### src/rtl/core/assert_macros.svh
// Assertion macros shared by the RTL.
// No dependencies; included by modules that carry concurrent checks.
`ifndef ASSERT_MACROS_SVH
`define ASSERT_MACROS_SVH
`ifndef SYNTHESIS
// property must hold on every edge outside reset
`define AST_HOLDS(lbl, clk, rst, prop, msg) \
   lbl: assert property (@(posedge clk) disable iff (rst) prop) else $error(msg);
// expression must never be true outside reset
`define AST_NEVER(lbl, clk, rst, expr, msg) \
   lbl: assert property (@(posedge clk) disable iff (rst) !(expr)) else $error(msg);
`else
`define AST_HOLDS(lbl, clk, rst, prop, msg)
`define AST_NEVER(lbl, clk, rst, expr, msg)
`endif
`endif

### src/rtl/core/klt_pkg.sv
// Shared types and constants for the key lease table.
// No dependencies; imported by all klt modules.
`timescale 1ns / 1ps
package klt_pkg;
   localparam int TableDepthDef = 16;
   localparam int TimeBitsDef   = 48;
   localparam int FieldBits     = 48;
   localparam int ModeBits      = 3;
   localparam int ReqDataBits   = 152;
   localparam int RspDataBits   = 160;
   localparam int RspUserBits   = 4;

   typedef enum logic [2:0] {
      MODE_ACQUIRE      = 3'd0,
      MODE_FIND         = 3'd1,
      MODE_REMOVE       = 3'd2,
      MODE_REMOVE_EXACT = 3'd3,
      MODE_LIST_EXPIRED = 3'd4,
      MODE_SNAPSHOT     = 3'd5
   } mode_type;

   typedef enum logic [2:0] {
      ST_ACQUIRED  = 3'd0,
      ST_ALREADY   = 3'd1,
      ST_CONFLICT  = 3'd2,
      ST_FOUND     = 3'd3,
      ST_NOT_FOUND = 3'd4,
      ST_REMOVED   = 3'd5,
      ST_FULL      = 3'd6
   } status_type;

   typedef enum logic [2:0] {
      S_IDLE, S_RD, S_CHK, S_HIT, S_DONE, S_SH_RD, S_SH_WR
   } state_type;

   typedef enum logic [1:0] {
      SRC_EMPTY, SRC_RD, SRC_PEND, SRC_NEW
   } src_type;

   typedef struct packed {
      logic       latch_req;
      logic       idx_clr;
      logic       idx_inc;
      logic       rd_idx;
      logic       rd_next;
      logic       pend_load;
      logic       pend_clr;
      logic       out_load;
      src_type    out_src;
      status_type out_status;
      logic       out_last;
      logic       wr_new;
      logic       wr_shift;
      logic       cnt_dec;
   } ctl_cmd_type;

   typedef struct packed {
      logic [ModeBits-1:0] mode;
      logic                scan_end;
      logic                match;
      logic                owner_eq;
      logic                force_rm;
      logic                full;
      logic                out_free;
      logic                have_pend;
      logic                shift_end;
   } ctl_stat_type;
endpackage

### src/rtl/core/klt_ctrl.sv
// Sequencer for the key lease table: scan, report, compaction.
// Depends on klt_pkg; drives klt_dpath through command/status structs.
`timescale 1ns / 1ps
module klt_ctrl (
   input  logic                  clock,
   input  logic                  reset,
   input  logic                  req_fire,
   output logic                  req_ready,
   input  klt_pkg::ctl_stat_type stat,
   output klt_pkg::ctl_cmd_type  cmd
);
   import klt_pkg::*;

   state_type state_ff, state_in;
   logic      list_mode;

   assign list_mode = stat.mode inside {MODE_LIST_EXPIRED, MODE_SNAPSHOT};

   always_ff @(posedge clock) begin
      if (reset) begin
         state_ff <= S_IDLE;
      end else begin
         state_ff <= state_in;
      end
   end

   always_comb begin
      state_in       = state_ff;
      cmd            = '0;
      cmd.out_src    = SRC_EMPTY;
      cmd.out_status = ST_NOT_FOUND;
      req_ready      = 1'b0;
      case (state_ff)
         S_IDLE: begin
            req_ready = 1'b1;
            if (req_fire) begin
               cmd.latch_req = 1'b1;
               cmd.idx_clr   = 1'b1;
               cmd.pend_clr  = 1'b1;
               state_in      = S_RD;
            end
         end
         S_RD: begin
            if (stat.scan_end || stat.mode > MODE_SNAPSHOT) begin
               state_in = S_DONE;
            end else begin
               cmd.rd_idx = 1'b1;
               state_in   = S_CHK;
            end
         end
         S_CHK: begin
            if (list_mode) begin
               if (!stat.match) begin
                  cmd.idx_inc = 1'b1;
                  state_in    = S_RD;
               end else if (!stat.have_pend) begin
                  cmd.pend_load = 1'b1;
                  cmd.idx_inc   = 1'b1;
                  state_in      = S_RD;
               end else if (stat.out_free) begin
                  // previous match is now known not to be the final one
                  cmd.out_load   = 1'b1;
                  cmd.out_src    = SRC_PEND;
                  cmd.out_status = ST_FOUND;
                  cmd.pend_load  = 1'b1;
                  cmd.idx_inc    = 1'b1;
                  state_in       = S_RD;
               end
            end else if (stat.match) begin
               state_in = S_HIT;
            end else begin
               cmd.idx_inc = 1'b1;
               state_in    = S_RD;
            end
         end
         S_HIT: begin
            if (stat.out_free) begin
               cmd.out_load = 1'b1;
               cmd.out_last = 1'b1;
               cmd.out_src  = SRC_RD;
               state_in     = S_IDLE;
               case (stat.mode)
                  MODE_ACQUIRE: begin
                     cmd.out_status = stat.owner_eq ? ST_ALREADY : ST_CONFLICT;
                  end
                  MODE_FIND: begin
                     cmd.out_status = ST_FOUND;
                  end
                  MODE_REMOVE: begin
                     if (stat.force_rm || stat.owner_eq) begin
                        cmd.out_status = ST_REMOVED;
                        state_in       = S_SH_RD;
                     end else begin
                        cmd.out_src = SRC_EMPTY;
                     end
                  end
                  MODE_REMOVE_EXACT: begin
                     cmd.out_status = ST_REMOVED;
                     state_in       = S_SH_RD;
                  end
                  default: begin
                     cmd.out_src = SRC_EMPTY;
                  end
               endcase
            end
         end
         S_DONE: begin
            if (stat.out_free) begin
               cmd.out_load = 1'b1;
               cmd.out_last = 1'b1;
               state_in     = S_IDLE;
               if (stat.mode == MODE_ACQUIRE) begin
                  if (stat.full) begin
                     cmd.out_status = ST_FULL;
                  end else begin
                     cmd.wr_new     = 1'b1;
                     cmd.out_src    = SRC_NEW;
                     cmd.out_status = ST_ACQUIRED;
                  end
               end else if (list_mode && stat.have_pend) begin
                  cmd.out_src    = SRC_PEND;
                  cmd.out_status = ST_FOUND;
               end
            end
         end
         S_SH_RD: begin
            if (stat.shift_end) begin
               cmd.cnt_dec = 1'b1;
               state_in    = S_IDLE;
            end else begin
               cmd.rd_next = 1'b1;
               state_in    = S_SH_WR;
            end
         end
         S_SH_WR: begin
            cmd.wr_shift = 1'b1;
            cmd.idx_inc  = 1'b1;
            state_in     = S_SH_RD;
         end
         default: begin
            state_in = S_IDLE;
         end
      endcase
   end
endmodule

### src/rtl/core/klt_dpath.sv
// Datapath for the key lease table: lease memory, counters, output register.
// Depends on klt_pkg; controlled by klt_ctrl.
`timescale 1ns / 1ps
module klt_dpath #(
   parameter int TABLE_DEPTH = klt_pkg::TableDepthDef,
   parameter int TIME_BITS   = klt_pkg::TimeBitsDef
) (
   input  logic                             clock,
   input  logic                             reset,
   input  logic [klt_pkg::ModeBits-1:0]     req_tuser,
   input  logic [klt_pkg::ReqDataBits-1:0]  req_tdata,
   output logic                             rsp_tvalid,
   input  logic                             rsp_tready,
   output logic [klt_pkg::RspDataBits-1:0]  rsp_tdata,
   output logic [klt_pkg::RspUserBits-1:0]  rsp_tuser,
   output logic                             rsp_tlast,
   input  klt_pkg::ctl_cmd_type             cmd,
   output klt_pkg::ctl_stat_type            stat
);
   import klt_pkg::*;

   localparam int AW   = $clog2(TABLE_DEPTH);
   localparam int CW   = $clog2(TABLE_DEPTH + 1);
   localparam int SumW = ((TIME_BITS > 32) ? TIME_BITS : 32) + 1;
   localparam logic [TIME_BITS-1:0] TimeMax = {TIME_BITS{1'b1}};

   // lease store
   logic [7:0]           mem_key   [TABLE_DEPTH];
   logic [7:0]           mem_owner [TABLE_DEPTH];
   logic [FieldBits-1:0] mem_gen   [TABLE_DEPTH];
   logic [TIME_BITS-1:0] mem_start [TABLE_DEPTH];
   logic [TIME_BITS-1:0] mem_exp   [TABLE_DEPTH];

   logic [ModeBits-1:0]  mode_ff;
   logic [7:0]           key_ff, owner_ff;
   logic [TIME_BITS-1:0] now_ff;
   logic [31:0]          hold_ff;
   logic                 force_ff;
   logic [FieldBits-1:0] want_ff;

   logic [CW-1:0]        idx_ff, count_ff, idx_next;
   logic [FieldBits-1:0] gen_ctr_ff;

   logic [7:0]           rd_key_ff, rd_owner_ff;
   logic [FieldBits-1:0] rd_gen_ff;
   logic [TIME_BITS-1:0] rd_start_ff, rd_exp_ff;

   logic                 have_pend_ff;
   logic [7:0]           pd_key_ff, pd_owner_ff;
   logic [FieldBits-1:0] pd_gen_ff;
   logic [TIME_BITS-1:0] pd_start_ff, pd_exp_ff;

   logic                 out_valid_ff, out_last_ff, out_hit_ff;
   status_type           out_status_ff;
   logic [7:0]           out_key_ff, out_owner_ff;
   logic [FieldBits-1:0] out_gen_ff, out_start_ff, out_exp_ff;

   logic [SumW-1:0]      sum_full;
   logic [TIME_BITS-1:0] exp_new;
   logic [AW-1:0]        rd_addr, wr_addr;
   logic                 rd_en, wr_en;
   logic [7:0]           wr_key, wr_owner;
   logic [FieldBits-1:0] wr_gen;
   logic [TIME_BITS-1:0] wr_start, wr_exp;

   assign idx_next = idx_ff + CW'(1);
   assign sum_full = SumW'(now_ff) + SumW'(hold_ff);
   assign exp_new  = (sum_full > SumW'(TimeMax)) ? TimeMax : TIME_BITS'(sum_full);

   // request latch
   always_ff @(posedge clock) begin
      if (cmd.latch_req) begin
         mode_ff  <= req_tuser;
         key_ff   <= req_tdata[7:0];
         owner_ff <= req_tdata[15:8];
         now_ff   <= TIME_BITS'(req_tdata[63:16]);
         hold_ff  <= req_tdata[95:64];
         force_ff <= req_tdata[96];
         want_ff  <= req_tdata[144:97];
      end
   end

   // counters
   always_ff @(posedge clock) begin
      if (reset) begin
         idx_ff     <= '0;
         count_ff   <= '0;
         gen_ctr_ff <= '0;
      end else begin
         if (cmd.idx_clr) begin
            idx_ff <= '0;
         end else if (cmd.idx_inc) begin
            idx_ff <= idx_next;
         end
         if (cmd.wr_new) begin
            count_ff   <= count_ff + CW'(1);
            gen_ctr_ff <= gen_ctr_ff + FieldBits'(1);
         end else if (cmd.cnt_dec) begin
            count_ff <= count_ff - CW'(1);
         end
      end
   end

   // memory ports: one read, one write
   assign rd_en    = cmd.rd_idx | cmd.rd_next;
   assign rd_addr  = cmd.rd_next ? idx_next[AW-1:0] : idx_ff[AW-1:0];
   assign wr_en    = cmd.wr_new | cmd.wr_shift;
   assign wr_addr  = cmd.wr_new ? count_ff[AW-1:0] : idx_ff[AW-1:0];
   assign wr_key   = cmd.wr_new ? key_ff     : rd_key_ff;
   assign wr_owner = cmd.wr_new ? owner_ff   : rd_owner_ff;
   assign wr_gen   = cmd.wr_new ? gen_ctr_ff : rd_gen_ff;
   assign wr_start = cmd.wr_new ? now_ff     : rd_start_ff;
   assign wr_exp   = cmd.wr_new ? exp_new    : rd_exp_ff;

   always_ff @(posedge clock) begin
      if (wr_en) begin
         mem_key[wr_addr]   <= wr_key;
         mem_owner[wr_addr] <= wr_owner;
         mem_gen[wr_addr]   <= wr_gen;
         mem_start[wr_addr] <= wr_start;
         mem_exp[wr_addr]   <= wr_exp;
      end
   end

   always_ff @(posedge clock) begin
      if (rd_en) begin
         rd_key_ff   <= mem_key[rd_addr];
         rd_owner_ff <= mem_owner[rd_addr];
         rd_gen_ff   <= mem_gen[rd_addr];
         rd_start_ff <= mem_start[rd_addr];
         rd_exp_ff   <= mem_exp[rd_addr];
      end
   end

   // held list match
   always_ff @(posedge clock) begin
      if (reset) begin
         have_pend_ff <= 1'b0;
      end else if (cmd.pend_clr) begin
         have_pend_ff <= 1'b0;
      end else if (cmd.pend_load) begin
         have_pend_ff <= 1'b1;
      end
   end

   always_ff @(posedge clock) begin
      if (cmd.pend_load) begin
         pd_key_ff   <= rd_key_ff;
         pd_owner_ff <= rd_owner_ff;
         pd_gen_ff   <= rd_gen_ff;
         pd_start_ff <= rd_start_ff;
         pd_exp_ff   <= rd_exp_ff;
      end
   end

   // output register
   always_ff @(posedge clock) begin
      if (reset) begin
         out_valid_ff <= 1'b0;
      end else if (cmd.out_load) begin
         out_valid_ff <= 1'b1;
      end else if (rsp_tready) begin
         out_valid_ff <= 1'b0;
      end
   end

   always_ff @(posedge clock) begin
      if (cmd.out_load) begin
         out_status_ff <= cmd.out_status;
         out_last_ff   <= cmd.out_last;
         case (cmd.out_src)
            SRC_RD: begin
               out_hit_ff   <= 1'b1;
               out_key_ff   <= rd_key_ff;
               out_owner_ff <= rd_owner_ff;
               out_gen_ff   <= rd_gen_ff;
               out_start_ff <= FieldBits'(rd_start_ff);
               out_exp_ff   <= FieldBits'(rd_exp_ff);
            end
            SRC_PEND: begin
               out_hit_ff   <= 1'b1;
               out_key_ff   <= pd_key_ff;
               out_owner_ff <= pd_owner_ff;
               out_gen_ff   <= pd_gen_ff;
               out_start_ff <= FieldBits'(pd_start_ff);
               out_exp_ff   <= FieldBits'(pd_exp_ff);
            end
            SRC_NEW: begin
               out_hit_ff   <= 1'b1;
               out_key_ff   <= key_ff;
               out_owner_ff <= owner_ff;
               out_gen_ff   <= gen_ctr_ff;
               out_start_ff <= FieldBits'(now_ff);
               out_exp_ff   <= FieldBits'(exp_new);
            end
            default: begin
               out_hit_ff   <= 1'b0;
               out_key_ff   <= '0;
               out_owner_ff <= '0;
               out_gen_ff   <= '0;
               out_start_ff <= '0;
               out_exp_ff   <= '0;
            end
         endcase
      end
   end

   assign rsp_tvalid = out_valid_ff;
   assign rsp_tlast  = out_last_ff;
   assign rsp_tuser  = {out_hit_ff, out_status_ff};
   assign rsp_tdata  = {out_exp_ff, out_start_ff, out_gen_ff, out_owner_ff, out_key_ff};

   // status toward the sequencer
   always_comb begin
      stat           = '0;
      stat.mode      = mode_ff;
      stat.scan_end  = (idx_ff == count_ff);
      stat.owner_eq  = (rd_owner_ff == owner_ff);
      stat.force_rm  = force_ff;
      stat.full      = (count_ff == CW'(TABLE_DEPTH));
      stat.out_free  = !out_valid_ff || rsp_tready;
      stat.have_pend = have_pend_ff;
      stat.shift_end = (idx_next >= count_ff);
      case (mode_ff)
         MODE_ACQUIRE, MODE_FIND, MODE_REMOVE: stat.match = (rd_key_ff == key_ff);
         MODE_REMOVE_EXACT: stat.match = (rd_key_ff == key_ff) && (rd_gen_ff == want_ff);
         MODE_LIST_EXPIRED: stat.match = (rd_exp_ff <= now_ff);
         MODE_SNAPSHOT:     stat.match = 1'b1;
         default:           stat.match = 1'b0;
      endcase
   end
endmodule

### src/rtl/core/key_lease_table.sv
// Key lease table: lease store kept in insertion order, one lease per key.
//
// Channels: req_* takes one operation per transaction; the opcode travels in
// req_tuser (0 acquire, 1 find, 2 remove, 3 remove_exact, 4 list_expired,
// 5 snapshot). rsp_* returns one or more result transactions per request,
// rsp_tlast marking the final one. rsp_tuser carries status and the hit flag.
// The table is walked one entry at a time, each visited by a registered
// memory read, then a compare. A removal then compacts the table with a
// read and a write per following entry. One request is worked at a time;
// req_tready is high only when the sequencer is idle. Results sit in an
// output register; when the receiver stalls, the scan pauses at the next
// result to be written and resumes when the register frees up. No result
// is lost or repeated.
// Reset (synchronous, active high) empties the table and clears the
// generation counter; no clearing pass is needed since only entries below
// the fill count are ever read.
`timescale 1ns / 1ps
`include "assert_macros.svh"
module key_lease_table #(
   parameter int TABLE_DEPTH = klt_pkg::TableDepthDef,
   parameter int TIME_BITS   = klt_pkg::TimeBitsDef
) (
   input  logic                            clock,
   input  logic                            reset,
   input  logic                            req_tvalid,
   output logic                            req_tready,
   // [2:0] mode
   input  logic [klt_pkg::ModeBits-1:0]    req_tuser,
   // [7:0] key_code, [15:8] owner_id, [63:16] now_ms, [95:64] hold_ms,
   // [96] force_req, [144:97] want_generation, [151:145] zero
   input  logic [klt_pkg::ReqDataBits-1:0] req_tdata,
   output logic                            rsp_tvalid,
   input  logic                            rsp_tready,
   // [7:0] lease_key, [15:8] lease_owner, [63:16] lease_generation,
   // [111:64] acquired_ms, [159:112] expires_ms
   output logic [klt_pkg::RspDataBits-1:0] rsp_tdata,
   // [2:0] status, [3] hit
   output logic [klt_pkg::RspUserBits-1:0] rsp_tuser,
   output logic                            rsp_tlast
);
   import klt_pkg::*;

   ctl_cmd_type  cmd;
   ctl_stat_type stat;
   logic         req_fire;

   assign req_fire = req_tvalid & req_tready;

   klt_ctrl u_ctrl (
      .clock     (clock),
      .reset     (reset),
      .req_fire  (req_fire),
      .req_ready (req_tready),
      .stat      (stat),
      .cmd       (cmd)
   );

   klt_dpath #(
      .TABLE_DEPTH (TABLE_DEPTH),
      .TIME_BITS   (TIME_BITS)
   ) u_dpath (
      .clock      (clock),
      .reset      (reset),
      .req_tuser  (req_tuser),
      .req_tdata  (req_tdata),
      .rsp_tvalid (rsp_tvalid),
      .rsp_tready (rsp_tready),
      .rsp_tdata  (rsp_tdata),
      .rsp_tuser  (rsp_tuser),
      .rsp_tlast  (rsp_tlast),
      .cmd        (cmd),
      .stat       (stat)
   );

   // checks
   `AST_NEVER(a_no_write_when_full, clock, reset, cmd.wr_new && stat.full, "insert into full table")
   `AST_HOLDS(a_one_writer, clock, reset, $onehot0({cmd.wr_new, cmd.wr_shift}), "two writers")
   `AST_HOLDS(a_load_when_free, clock, reset, cmd.out_load |-> stat.out_free, "output overrun")
   `AST_NEVER(a_idle_no_read, clock, reset, req_tready && (cmd.rd_idx || cmd.rd_next), "idle read")
endmodule

### config.mk
export PLATFORM = sky130hd
export DESIGN_NAME = key_lease_table
export DESIGN_NICKNAME = d
export VERILOG_FILES = /design/src/rtl/core/klt_pkg.sv /design/src/rtl/core/klt_ctrl.sv /design/src/rtl/core/klt_dpath.sv /design/src/rtl/core/key_lease_table.sv
export VERILOG_INCLUDE_DIRS = /design/src /design/src/rtl/core
export SDC_FILE = /design/constraint.sdc
export NUM_CORES = 2
export LEC_CHECK = 0
export BUFFER_PORTS_ARGS = -buffer_cell sky130_fd_sc_hd__buf_2
export CAP_MARGIN = 20
export CORE_ASPECT_RATIO = 1.25
export CORE_MARGIN = 2
export CORE_UTILIZATION = 50
export DETAILED_ROUTE_END_ITERATION = 7
export GPL_TIMING_DRIVEN = 0
export PLACE_DENSITY = 0.72
export SETUP_SLACK_MARGIN = 0.1
export SYNTH_ARGS = -nofsm -noshare
export SYNTH_HDL_FRONTEND = slang
export SYNTH_SLANG_ARGS = --single-unit
### constraint.sdc
create_clock -name clock -period 20.6 [get_ports clock]
set_clock_uncertainty 0.1 [all_clocks]
set_input_delay 5.15 -clock clock [delete_from_list [all_inputs] [get_ports clock]]
set_output_delay 5.15 -clock clock [all_outputs]
set_load 0.05 [all_outputs]
After elaboration in Yosys (flattened, before gate mapping)
Memory sizes are Yosys's and may differ from the RTL's. A register that Yosys moved wholly into a read port is not among the register bits.
Index checks and enable logic that the tools add are counted.
Widths: inputs -> output; s select.
- add/sub/neg operators: 5
- order comparisons: 4
- eq/ne operators: 23
- mux-type cells: 75
- bitwise logic cells: 3
- reductions and logical operators: 17
- operators with widths (cell ; number):
    $pmux 48 s3 ; 3
    $mux 48 ; 4
    $add 48x32->49 ; 1
    $gt 49x48->1 const B ; 1
    $add 48x1->48 const B ; 1
    $eq 48x48->1 ; 1
    $le 48x48->1 ; 1
    $pmux 8 s3 ; 2
    $mux 3 ; 11
    $mux 1 ; 28
    $mux 6 ; 4
    $mux 8 ; 3
    $pmux 3 s7 ; 1
    $mux 5 ; 4
    $pmux 6 s3 ; 1
    $eq 8x8->1 ; 2
    $eq 3x3->1 const B ; 5
    $eq 3x2->1 const B ; 4
    $pmux 3 s4 ; 1
    $add 5x1->5 const B ; 2
    $mux 2 ; 5
    $reduce_or 3->1 ; 3
    $mux 4 ; 2
    $mux 7 ; 1
    23 further kinds ; 36
- flip-flop bits (word level): 536
- memory bits (writable): 2560
- output and inout bits: 167
- logic and storage cells: 158
- memories kept: 5
- memories (memory ; words ; bits a word ; rd ports ; clocked after Yosys merged registers in ; write ports ; RTL line ; RTL):
    u_dpath.mem_exp ; 16 ; 48 ; 1 ; 1 ; 1 ; klt_dpath.sv:32 ; logic [TIME_BITS-1:0] mem_exp [TABLE_DEPTH];
    u_dpath.mem_gen ; 16 ; 48 ; 1 ; 1 ; 1 ; klt_dpath.sv:30 ; logic [FieldBits-1:0] mem_gen [TABLE_DEPTH];
    u_dpath.mem_start ; 16 ; 48 ; 1 ; 1 ; 1 ; klt_dpath.sv:31 ; logic [TIME_BITS-1:0] mem_start [TABLE_DEPTH];
    u_dpath.mem_key ; 16 ; 8 ; 1 ; 1 ; 1 ; klt_dpath.sv:28 ; logic [7:0] mem_key [TABLE_DEPTH];
    u_dpath.mem_owner ; 16 ; 8 ; 1 ; 1 ; 1 ; klt_dpath.sv:29 ; logic [7:0] mem_owner [TABLE_DEPTH];

Logic depth before layout (Yosys ltp)
- word-level depth: 10
- depth in mapped cells: 16
- gate-level depth less buffers: 12

Hierarchy
Synthesis repeated with hierarchy kept, for this count alone.
- cell total of the unflattened synthesis: 5862
- area total of the unflattened synthesis: 127685.0 µm²
- modules (own cells, without submodules) (module ; times used ; cells each ; area an instance (µm²)):
    klt_dpath ; 1 ; 5780 ; 127115.7
    klt_ctrl ; 1 ; 81 ; 563.0
    key_lease_table ; 1 ; 1 ; 6.3

Worst setup path before layout
Ideal clock, no wire load.
- path kind: input port to flip-flop
- start point: in rsp_tready
- end point: mem u_dpath.mem_exp[4][0] (netlist bit), enable pin
- library setup time: 0.683 ns
- arrival time: 13.286 ns
- data required time: 19.817 ns
- path slack: 6.531 ns
- stages: 8
- path buffers: 2
- path through: nand2b_1 > nand3_1 > nor3_2 > inv_1 > clkbuf_1 > clkbuf_1 > o32a_1 > nor2_1
- longest elaborated chain between the ends: 6
- elaborated cells between the ends (all ways): 7
- RTL lines (element ; RTL line ; RTL):
    start, declared ; key_lease_table.sv:33 ; input logic rsp_tready,
    $logic_or 1x1->1 * ; klt_dpath.sv:221 ; stat.out_free = !out_valid_ff || rsp_tready;
    $mux 8 * ; klt_ctrl.sv:108 ; if (stat.out_free) begin
    $mux 1 * ; klt_ctrl.sv:33 ; case (state_ff)
    $or 1x1->1 ; klt_dpath.sv:107 ; assign wr_en = cmd.wr_new | cmd.wr_shift;
    $mux 1 ; klt_dpath.sv:116 ; if (wr_en) begin
    $mux 1 (implied by the code) ; klt_dpath.sv:121 ; mem_exp[wr_addr] <= wr_exp;
    end, declared ; klt_dpath.sv:32 ;
Every way passes the cells marked *; elsewhere a longest branch is shown, timed or not.

Worst setup path in the final report
- start point: in rsp_tready
- end point: mem u_dpath.mem_start[1][21] (netlist bit), enable pin
- longest elaborated chain between the ends: 6
- elaborated cells between the ends (all ways): 7
- RTL lines (element ; RTL line ; RTL):
    $logic_or 1x1->1 * ; klt_dpath.sv:221 ;
    $mux 8 * ; klt_ctrl.sv:108 ;
    $mux 1 * ; klt_ctrl.sv:33 ;
    $or 1x1->1 ; klt_dpath.sv:107 ;
    $mux 1 ; klt_dpath.sv:116 ;
    $mux 1 (implied by the code) ; klt_dpath.sv:120 ; mem_start[wr_addr] <= wr_start;
    end, declared ; klt_dpath.sv:31 ;
Marked as above.

==> impl_metrics.csv <==
group,metric,value,unit
run_status,status,"complete, but fails checks",
run_status,violations,"design-rule violations",
cts,cts_setup_buffers,0,
sta,tns,0,ns
layout,fillerInstances,18856,
hold_path,min_path_cells,0,
critical_path,rr_startpoint,"u_dpath.want_ff[0]",
layout,drive_above_1_share,15.9,%
sta,worst_pin_slew,1.31,ns
pwr,p_per_area,95.0,mW/mm^2
floorplan,die_w,458,um
cts,cts_tree,"built",
route,viasPerCell,6.58,
yosys,synth_mux_area_share,5.23,%
critical_path,cp.required,21.08,ns
hold_path,hold_path_class,"reg -> reg",
critical_path,setup.worst_path.start_class,"primary input",
floorplan,ios,326,
place,gp_congestion,0.989,
floorplan,core_area,0.257,mm^2
global_routing,grt_pass1_wl,623,mm
yosys,synthFlopType,"edfxtp_1",
yosys,synth_xor_area_share,1.04,%
cts,numCtsBuffers,320,
critical_path,r2r_slack,13.54,ns
sta,maxClockFrequency,102,MHz
cts,clockBufferDepth,4,
layout,fin_nets,9257,
place,hpwl,326,mm
run,cap_violations,0,
global_routing,antenna_found_initial,34,
route,via_count,83215,
hold_path,hold_start,"u_dpath.rd_start_ff[45]",
sta,slew_viol_final,0,
critical_path,worstPathMaxFanout,24,
cts,clkSlewWorstSetupHoldPaths,0.06,ns
sta,grt_setup_unrepaired,"no",
cts,clock-sinks,3256,
layout,area_delta_synth_final,15.2,%
yosys,yosysTopAreaCellShare,74.3,%
yosys,synth.avg_cell_area,15.7,um^2
critical_path,critPathArrivalTime,10.24,ns
yosys,syn-num-nets,8449,
sta,fin_crit,9.76,ns
cts,ctsHoldBuffers,0,
sta,whs,0.384,ns
critical_path,critPathKind,"in -> reg",
floorplan,floorplan.initialDensity,50.2,%
cts,clk_latency,0.94,ns
cts,cts-root-buf,"clkbuf_16",
floorplan,dieArea,0.262,mm^2
yosys,synthCells,8198,
cts,cts_resized,0,
yosys,synthSimpleGateAreaFrac,8.75,%
route,drt.antenna.violating_nets,0,
pwr,irDropWorstVdd,0.0704,mV
yosys,netlist_area,0.129,mm^2
global_routing,grt_pass1_vias,80201,
yosys,synth_top_family_by_area,"simple AND/OR/NAND/NOR gates",
route,dr.first_iter.drc_count,13918,
yosys,synth_edf_count,3193,
critical_path,r2r_cells,11,
layout,final_area,0.149,mm^2
sta,relSlewSlack,13.0,%
cts,cts_htree_levels,5,
yosys,synth-adder-area-share,0.903,%
yosys,yosysWarnings,0,
sta,final-hold-violation-count,0,
route,drc_errors,1,
pwr,p_leak,50.2,nW
route,wirelength,457,mm
yosys,synthDistinctLibCells,76,
yosys,ys_seq_area_share,75.3,%
route,first_pass_iters,8,
critical_path,crit_path_end_kind,"flip-flop",
hold_path,whs_endpoint,"u_dpath.pd_start_ff[45]",
yosys,synth_top_cell_by_area,"edfxtp_1",
yosys,yosys-top-cells-area,"edfxtp_1 (74%), mux4_2 (5.1%), nand2_1 (4.5%)",
sta,period_share,47.4,%
yosys,ys_seq_elements,3256,
layout,multi_input_area,0.0297,mm^2
layout,layout.area.seq,0.0971,mm^2
floorplan,num_rows,208,
global_routing,overflow,0,
place,numPortBuffers,318,
floorplan,die_h,572,um
yosys,async_flop_share,0,%
global_routing,grt_use_total,34.4,%
global_routing,grt_max_degree,59,
place,postPlaceCellArea,0.138,mm^2
sta,setup_viol,0,
route,wl_per_cell,36.2,um
critical_path,r2r-end,"u_dpath.out_start_ff[25]",
yosys,synth-compound-area-share,6.96,%
power by group:
group          switching, mW  internal [mW]
Sequential             0.101           7.38
Combinational          0.578          0.203
Clock                   2.57           3.30
kinds of logic after synthesis:
| kind of cell | count (synthesis) |
|---|---|
| AOI/OAI and AO/OA | 1229 |
| xor gates and xnor gates | 154 |
| adders and majority gates | 92 |
| buffers and inverters | 573 |
| DFF | 3256 |
| muxes | 309 |
| and+or+nand+nor | 2585 |
cell type report:
cell class / instances / area share [%]
Sequential cell: 3256 / 65.3
Multi-Input combinational cell: 4369 / 20.0
Clock buffer: 377 / 5.60
Timing Repair Buffer: 486 / 3.32
Tap cell: 3360 / 2.83
Buffer: 500 / 1.44
Clock inverter: 191 / 1.30
Inverter: 73 / 0.184
Antenna cell: 27 / 0.0454
sequential cells by signal, summed over array words and instances (netlist names), 32 cells and up:
signal and cells:
u_dpath.mem_owner 128, u_dpath.mem_key 128, u_dpath.gen_ctr_ff 48, u_dpath.want_ff 48, u_dpath.mem_start 768, u_dpath.now_ff 48, u_dpath.out_exp_ff 48, u_dpath.pd_start_ff 48
u_dpath.out_start_ff 48, u_dpath.out_gen_ff 48, u_dpath.rd_start_ff 48, u_dpath.rd_exp_ff 48, u_dpath.pd_gen_ff 48, u_dpath.rd_gen_ff 48, u_dpath.mem_exp 768, u_dpath.mem_gen 768
u_dpath.hold_ff 32, u_dpath.pd_exp_ff 48
worst max path at each step:
stage / start / end / slack, ns / cells after the start
after global routing: rsp_tready / u_dpath.mem_exp[1][36] / 10.88 / 12
after global placement: rsp_tready / u_dpath.mem_start[15][21] / -4.19 / 8
after CTS: rsp_tready / u_dpath.mem_exp[1][36] / 11.10 / 12
after detailed placement: rsp_tready / u_dpath.mem_start[1][24] / 10.18 / 12
final: rsp_tready / u_dpath.mem_start[1][21] / 10.84 / 12
after floorplan: rsp_tready / u_dpath.mem_exp[4][0] / 6.53 / 8
metrics by stage:
stage | power, mW | util, % | cells | setup slack (ns)
4_1_cts | 14.1 | 57.9 | 12605 | 11.10
5_1_grt | 14.4 | 57.9 | 12616 | 10.88
2_1_floorplan | 8.02 | - | 8198 | 6.53
6_report | 14.1 | 57.9 | 12639 | 10.84
3_5_place_dp | 8.37 | 53.9 | 12037 | 10.18
3_3_place_gp | 8.38 | 52.5 | 11876 | -4.19
Yosys cell counts (26+ instances only):
master and instances:
nand4_1 50, inv_1 73, a311oi_1 258, xnor2_1 105
a21o_1 182, buf_2 152, o21ai_1 29, edfxtp_1 3193
mux4_2 292, a22oi_1 44, nor3_1 26, and3_1 160
nand3_1 499, a31oi_1 72, o21ai_0 61, and2_1 69
ha_1 90, clkbuf_1 300, nand2_1 1547, xor2_1 49
nor2_1 162, a221o_1 159, dfxtp_1 63, a21oi_1 302
buf_1 36
routing by layer:
layer / GRT usage (%) / part of all wire (%)
met1: 39.9 / 32
met3: 8.91 / 12
met4: 27.7 / 9.7
met5: 0 / 0.026
met2: 54.3 / 46
worst max-delay path, cell delays in order:
cell and delay, ns:
buf_2 0.16, nand2b_1 0.23, nand3_1 0.26, nor3_2 0.57, clkbuf_2 0.76, buf_1 0.70
a21oi_1 0.47, nor2_4 0.84, buf_12 0.31, buf_12 0.24, buf_12 0.22, buf_12 0.20
cell usage in the layout (no fill, tap or decap), types with 29 or more instances in the layout:
master | Yosys | layout
a21o_1 | 182 | 182
a21oi_1 | 302 | 301
a221o_1 | 159 | 159
a22oi_1 | 44 | 44
a311oi_1 | 258 | 258
a31oi_1 | 72 | 72
and2_1 | 69 | 67
and3_1 | 160 | 160
buf_1 | 36 | 36
buf_12 | 0 | 117
buf_2 | 152 | 472
bufinv_16 | 0 | 31
clkbuf_1 | 300 | 328
clkbuf_16 | 0 | 325
clkinv_1 | 0 | 61
clkinv_2 | 0 | 57
dfxtp_1 | 63 | 63
edfxtp_1 | 3193 | 3193
ha_1 | 90 | 90
inv_1 | 73 | 73
mux4_2 | 292 | 292
nand2_1 | 1547 | 1546
nand3_1 | 499 | 499
nand4_1 | 50 | 50
nor2_1 | 162 | 144
o21ai_0 | 61 | 61
o21ai_1 | 29 | 29
xnor2_1 | 105 | 104
xor2_1 | 49 | 48
Power figures use the tool's default switching activity.
